$ cat src/sv/rba_pkg.sv
// Package for the region bump allocator: table sizing, operation, status and
// register codes, and the command/status structs between controller and datapath.
// No dependencies.
`timescale 1ns / 1ps

package rba_pkg;

  // Region table sizing.
  localparam int MAX_REGIONS = 64;
  localparam int IDX_W = (MAX_REGIONS > 1) ? $clog2(MAX_REGIONS) : 1;
  localparam int CNT_W = $clog2(MAX_REGIONS + 1);

  // Operation codes carried by an input transfer; code 3 is unused.
  localparam logic [1:0] OP_LOAD  = 2'd0;
  localparam logic [1:0] OP_START = 2'd1;
  localparam logic [1:0] OP_ALLOC = 2'd2;

  // Result status codes.
  localparam logic [1:0] ST_DONE  = 2'd0;
  localparam logic [1:0] ST_GRANT = 2'd1;
  localparam logic [1:0] ST_OOM   = 2'd2;

  // Register index, taken from the word address of the configuration port.
  localparam logic REG_REGION_COUNT = 1'b0;

  // One stored region: usable flag, precomputed 65-bit end and base.
  typedef struct packed {
    logic        usable;
    logic [64:0] end_addr;
    logic [63:0] base;
  } region_entry_t;

  // Commands from the controller to the datapath.
  typedef struct packed {
    logic       capture;
    logic       mem_we;
    logic       cur_clear;
    logic       cur_inc;
    logic       fp_zero;
    logic       fp_load_base;
    logic       fp_grant;
    logic       out_load;
    logic [1:0] status;
  } dp_cmd_t;

  // Status from the datapath to the controller.
  typedef struct packed {
    logic [1:0] op;
    logic       exhausted;
    logic       usable;
    logic       fits;
  } dp_sts_t;

endpackage

$ cat src/sv/rba_ctrl.sv
// Controller state machine of the region bump allocator: input and output
// handshakes and the sequencing of load, start and allocate. Uses rba_pkg.
`timescale 1ns / 1ps

module rba_ctrl
  import rba_pkg::*;
(
  input  logic    clk,
  input  logic    rst_n,
  input  logic    in_valid,
  output logic    in_ready,
  output logic    out_valid,
  input  logic    out_ready,
  input  dp_sts_t sts,
  output dp_cmd_t cmd
);

  typedef enum logic [2:0] {
    S_IDLE,
    S_DISPATCH,
    S_SEEK_WAIT,
    S_SEEK_CHK,
    S_FIT,
    S_DONE
  } state_t;

  state_t     state_r;
  state_t     state_nxt;
  logic [1:0] status_r;
  logic [1:0] status_nxt;
  logic       out_valid_r;
  logic       out_valid_nxt;

  assign in_ready  = (state_r == S_IDLE);
  assign out_valid = out_valid_r;

  // Next state, result status and datapath commands.
  always_comb begin
    cmd           = '0;
    cmd.status    = status_r;
    state_nxt     = state_r;
    status_nxt    = status_r;
    out_valid_nxt = out_valid_r && !out_ready;
    unique case (state_r)
      S_IDLE: begin
        if (in_valid) begin
          cmd.capture = 1'b1;
          status_nxt  = ST_DONE;
          state_nxt   = S_DISPATCH;
        end
      end
      S_DISPATCH: begin
        unique case (sts.op)
          OP_LOAD: begin
            cmd.mem_we = 1'b1;
            state_nxt  = S_DONE;
          end
          OP_START: begin
            cmd.cur_clear = 1'b1;
            state_nxt     = S_SEEK_WAIT;
          end
          OP_ALLOC: begin
            // The current entry was read at the input transfer.
            if (sts.exhausted) begin
              status_nxt = ST_OOM;
              state_nxt  = S_DONE;
            end else if (sts.fits) begin
              cmd.fp_grant = 1'b1;
              status_nxt   = ST_GRANT;
              state_nxt    = S_DONE;
            end else begin
              cmd.cur_inc = 1'b1;
              state_nxt   = S_SEEK_WAIT;
            end
          end
          default: begin
            state_nxt = S_DONE;
          end
        endcase
      end
      S_SEEK_WAIT: begin
        // The entry at the new index is being read; stop at the table end.
        if (sts.exhausted) begin
          if (sts.op == OP_START) begin
            cmd.fp_zero = 1'b1;
          end else begin
            status_nxt = ST_OOM;
          end
          state_nxt = S_DONE;
        end else begin
          state_nxt = S_SEEK_CHK;
        end
      end
      S_SEEK_CHK: begin
        if (sts.usable) begin
          cmd.fp_load_base = 1'b1;
          state_nxt = (sts.op == OP_START) ? S_DONE : S_FIT;
        end else begin
          cmd.cur_inc = 1'b1;
          state_nxt   = S_SEEK_WAIT;
        end
      end
      S_FIT: begin
        if (sts.fits) begin
          cmd.fp_grant = 1'b1;
          status_nxt   = ST_GRANT;
          state_nxt    = S_DONE;
        end else begin
          cmd.cur_inc = 1'b1;
          state_nxt   = S_SEEK_WAIT;
        end
      end
      S_DONE: begin
        if (!out_valid_r || out_ready) begin
          cmd.out_load  = 1'b1;
          out_valid_nxt = 1'b1;
          state_nxt     = S_IDLE;
        end
      end
      default: begin
        state_nxt = S_IDLE;
      end
    endcase
  end

  // State and registered outputs.
  always_ff @(posedge clk) begin
    if (!rst_n) begin
      state_r     <= S_IDLE;
      status_r    <= ST_DONE;
      out_valid_r <= 1'b0;
    end else begin
      state_r     <= state_nxt;
      status_r    <= status_nxt;
      out_valid_r <= out_valid_nxt;
    end
  end

endmodule

$ cat config.mk
export PLATFORM = sky130hd
export DESIGN_NAME = rba_ctrl
export DESIGN_NICKNAME = d
export VERILOG_FILES = /design/src/sv/rba_pkg.sv /design/src/sv/rba_ctrl.sv
export SDC_FILE = /design/constraint.sdc
export NUM_CORES = 1
export LEC_CHECK = 0
export BUFFER_PORTS_ARGS = -buffer_cell sky130_fd_sc_hd__buf_2
export CAP_MARGIN = 20
export CORE_AREA = 2 2 39 41
export CTS_BUF_LIST = sky130_fd_sc_hd__clkbuf_8 sky130_fd_sc_hd__clkbuf_16
export DETAILED_ROUTE_END_ITERATION = 7
export DIE_AREA = 0 0 41 43
export PLACE_DENSITY = 0.71
export SLEW_MARGIN = 20
export SYNTH_ARGS = -nofsm -noshare
export SYNTH_HDL_FRONTEND = slang
export SYNTH_SLANG_ARGS = --single-unit
$ cat constraint.sdc
create_clock -name clk -period 3.1 [get_ports clk]
set_input_delay 0.465 -clock clk [delete_from_list [all_inputs] [get_ports clk]]
set_output_delay 0.465 -clock clk [all_outputs]
set_load 0.005 [all_outputs]
==> summary.txt <==
Outcome
  – Status: finished, final reports clean

Placed design
  – Gpl congestion: 0.8156
  – PortBufs: 20
  – Detailed-placement wirelength estimate: 1066 um
  – Placement Cell Area: 679.4 um^2

Clocking
  – Latest clock arrival within the worst-skew pair: 0.23 ns
  – Num CTS Buffers: 3
  – Buffers from clock root to sink, at most: 2
  – Total of cells resized after clock tree synthesis: 0
  – Register clock-pin slew on the reported worst setup and hold paths: 0.04 ns
  – Number of levels in the clock H-tree: 1
  – Number of clock sinks: 6
  – TritonCTS clock tree: done
  – Hold Buf Count CTS: 0
  – # Post-CTS Setup Buffers: 0
  – Root cell of the clock tree: sky130_fd_sc_hd__clkbuf_8

STA
  – Final min period: 2.216 ns
  – Number of pins with negative max-slew slack in the final report: 0
  – Setup tns final: 0 ns
  – Unrepaired setup endpoints after global routing: no
  – Max-slew headroom: 64.88%
  – # setup viols final: 0
  – Pin slew with the least headroom to its limit: 0.5260 ns
  – Final period utilization: 71.50%
  – Fmax: 451.2 MHz
  – Clock skew: 0.006156 ns
  – Final Hold Vio Count: 0

Setup path
  – Worst Setup SP: state_r[2]
  – Type of the setup path with the least slack: reg2out
  – Register-to-Register Setup Slack: 1.51 ns
  – R2R depth: 4
  – Crit path DAT: 1.75 ns
  – Startpoint of the lowest-slack register-to-register path: state_r[2]
  – Worst R2R End: status_r[0]
  – Crit path max fanout: 14
  – Sort of element at the end of the critical path: primary output
  – Critical path startpoint category: flip-flop
  – Critical Path RT: 2.63 ns

Flow run
  – Max cap viols: 0

Routing
  – Wire length per cell after detailed routing: 12.91 um
  – Final antenna-violating net count: 0
  – Vias after detailed routing: 621
  – Drc violations: 0
  – Vias/cell: 5.595
  – Iteration-0 DRC Markers: 27
  – Total wire length: 1433 um
  – First-pass iteration count of the detailed router: 4

Yosys
  – Xor and xnor area share after synthesis: 0%
  – Seq/Total Area, Yosys: 20.82%
  – Post-synthesis simple-gate area fraction: 36.88%
  – Mapped Nets: 88
  – Most numerous cell types in the synthesized netlist: sky130_fd_sc_hd__inv_1, sky130_fd_sc_hd__nor2_1, sky130_fd_sc_hd__dfxtp_1
  – Async set-or-reset flop fraction in the synthesized netlist: 0%
  – Post-synthesis area per instance: 7.691 um^2
  – Mux contribution to synthesized area: 0%
  – Seq cells post-synth: 6
  – Synth top area share: 20.82%
  – Adder-cell share of the synthesized area: 8.677%
  – Dominant combinational cell family by area after synthesis: simple AND/OR/NAND/NOR gates
  – Number of enable flip-flop cells after synthesis: 0
  – Library cell occupying the most area in the post-synthesis netlist: sky130_fd_sc_hd__dfxtp_1
  – Main area contributors after synthesis: sky130_fd_sc_hd__dfxtp_1, sky130_fd_sc_hd__ha_1, sky130_fd_sc_hd__inv_1
  – Area of the mapped netlist: 576.8 um^2
  – Cell count after synthesis: 75
  – Compound-cell area share of the yosys netlist: 25.38%
  – Unique masters post-synth: 33
  – Ys flop type: sky130_fd_sc_hd__dfxtp_1
  – Count of yosys warnings during synthesis: 0

Die
  – Width of the die: 41 um
  – Die Footprint: 1763 um^2
  – Number of I/O pins: 21
  – Die extent in y: 43 um
  – Core Area: 1384 um^2
  – Std cell rows: 14
  – Effective utilization at floorplan: 41.68%

Global route
  – Tot GR Track Use: 19.48%
  – Global-route wire length before repair: 2277 um
  – Via count of the first global-routing pass: 543
  – Leftover overflow at the end of global routing: 0
  – Largest net degree at the start of global routing: 16
  – Initial antenna violation count: 0

Power
  – Worst vdd ir: 323.6 uV
  – Switching fraction of total power: 37.65%
  – Share of total power in sequential cells: 31.0%
  – Cell-internal power: 0.2577 mW
  – Total power: 0.4134 mW
  – Combinational share of power: 38.8%
  – Portion of total power attributed to the clock network: 30.3%
  – Ratio of total power to cell area: 573.6 nW/um^2
  – LEAKAGE: 0.3529 nW
  – Net switching power: 0.1556 mW

Hold path
  – Class of the tightest hold or removal check: reg2reg
  – Endpoint with the worst hold slack: status_r[0]
  – Worst hold stages: 2
  – Hold path startpoint: status_r[0]

Finish
  – Design area: 720.7 um^2
  – Net count of the finished layout: 110
  – Share of cells above drive strength 1: 29.47%
  – Antenna diode count: 0
  – Layout-stage area growth over the synthesis result: 24.95%
sequential cells by signal, indices dropped and copies added, names as in the netlist:
name and flops:
state_r 3, status_r 2, out_valid 1
critical path, stage by stage, from the launching register on:
cell and delay (ns):
sky130_fd_sc_hd__dfxtp_1 0.59, sky130_fd_sc_hd__nor2b_1 0.26, sky130_fd_sc_hd__nor3b_1 0.31, sky130_fd_sc_hd__a31oi_1 0.11
sky130_fd_sc_hd__o31ai_1 0.10, sky130_fd_sc_hd__buf_2 0.14
worst max path at each step:
stage          slack, ns     end  cells past startpoint
2_1_floorplan       1.33  cmd[6]                      4
3_3_place_gp        1.09  cmd[6]                      6
3_5_place_dp        1.04  cmd[6]                      6
4_1_cts             0.91  cmd[6]                      5
5_1_grt             0.72  cmd[6]                      5
6_report            0.88  cmd[6]                      5
final cells by class:
cell class | count | area [um^2]
well taps | 16 | 20.02
multi-input cells | 58 | 409.1
clock buffers | 3 | 41.29
fillers | 140 | 663.1
flip-flops and latches | 6 | 120.1
repair buffers | 20 | 100.1
inverters | 8 | 30.03
kinds of logic after synthesis:
family          Yosys count
simple gates             34
compound gates           20
flops                     6
fa+ha+maj                 4
buf+inv                  11
metal layers:
metal  vias up  track usage, %  part of all wire [%]
met1       279           24.12                    44
met4         0           12.00                   2.6
met3         4           4.712                   6.5
met5         -               0                     0
li1        311               -                     -
met2        27           28.75                    46
through the flow:
| stage | utilization (%) | instances | hold slack, ns | worst slack (ns) |
|---|---|---|---|---|
| global placement | 49.10 | 108 | 0.4583 | 1.090 |
| detailed placement | 49.10 | 108 | 0.4618 | 1.041 |
| floorplan | - | 75 | 0.4654 | 1.331 |
| finish | 52.08 | 111 | 0.4604 | 0.8836 |
| global route | 52.08 | 111 | 0.4917 | 0.7239 |
| CTS | 52.08 | 111 | 0.4681 | 0.9090 |
power by group through the flow:
stage,clock [mW],sequential [mW],combinational [mW]
after floorplan,0,0.106,0.135
after global placement,0,0.129,0.158
after detailed placement,0,0.129,0.159
after CTS,0.123,0.128,0.161
after global routing,0.128,0.132,0.182
final,0.125,0.128,0.160
layout by cell type (no fill, tap or decap), drive strengths merged:
| cell | Yosys | layout |
|---|---|---|
| nor2 | 7 | 7 |
| or2b | 1 | 1 |
| o211a | 1 | 1 |
| nor4bb | 1 | 1 |
| nor2b | 4 | 4 |
| clkbuf | 0 | 3 |
| inv | 8 | 8 |
| a32oi | 1 | 1 |
| o32ai | 2 | 2 |
| a31oi | 3 | 3 |
| or2 | 1 | 1 |
| and3 | 2 | 2 |
| a221oi | 2 | 2 |
| buf | 3 | 20 |
| nand3 | 2 | 2 |
| or3b | 1 | 1 |
| nand2 | 1 | 1 |
| nand4bb | 1 | 1 |
| and2 | 3 | 3 |
| o31ai | 2 | 2 |
| nor3 | 3 | 3 |
| a21oi | 4 | 4 |
| nor3b | 3 | 3 |
| dfxtp | 6 | 6 |
| ha | 4 | 4 |
| nand2b | 4 | 4 |
| o21ai | 5 | 5 |
Note: power is estimated with default switching activity, not from simulation.
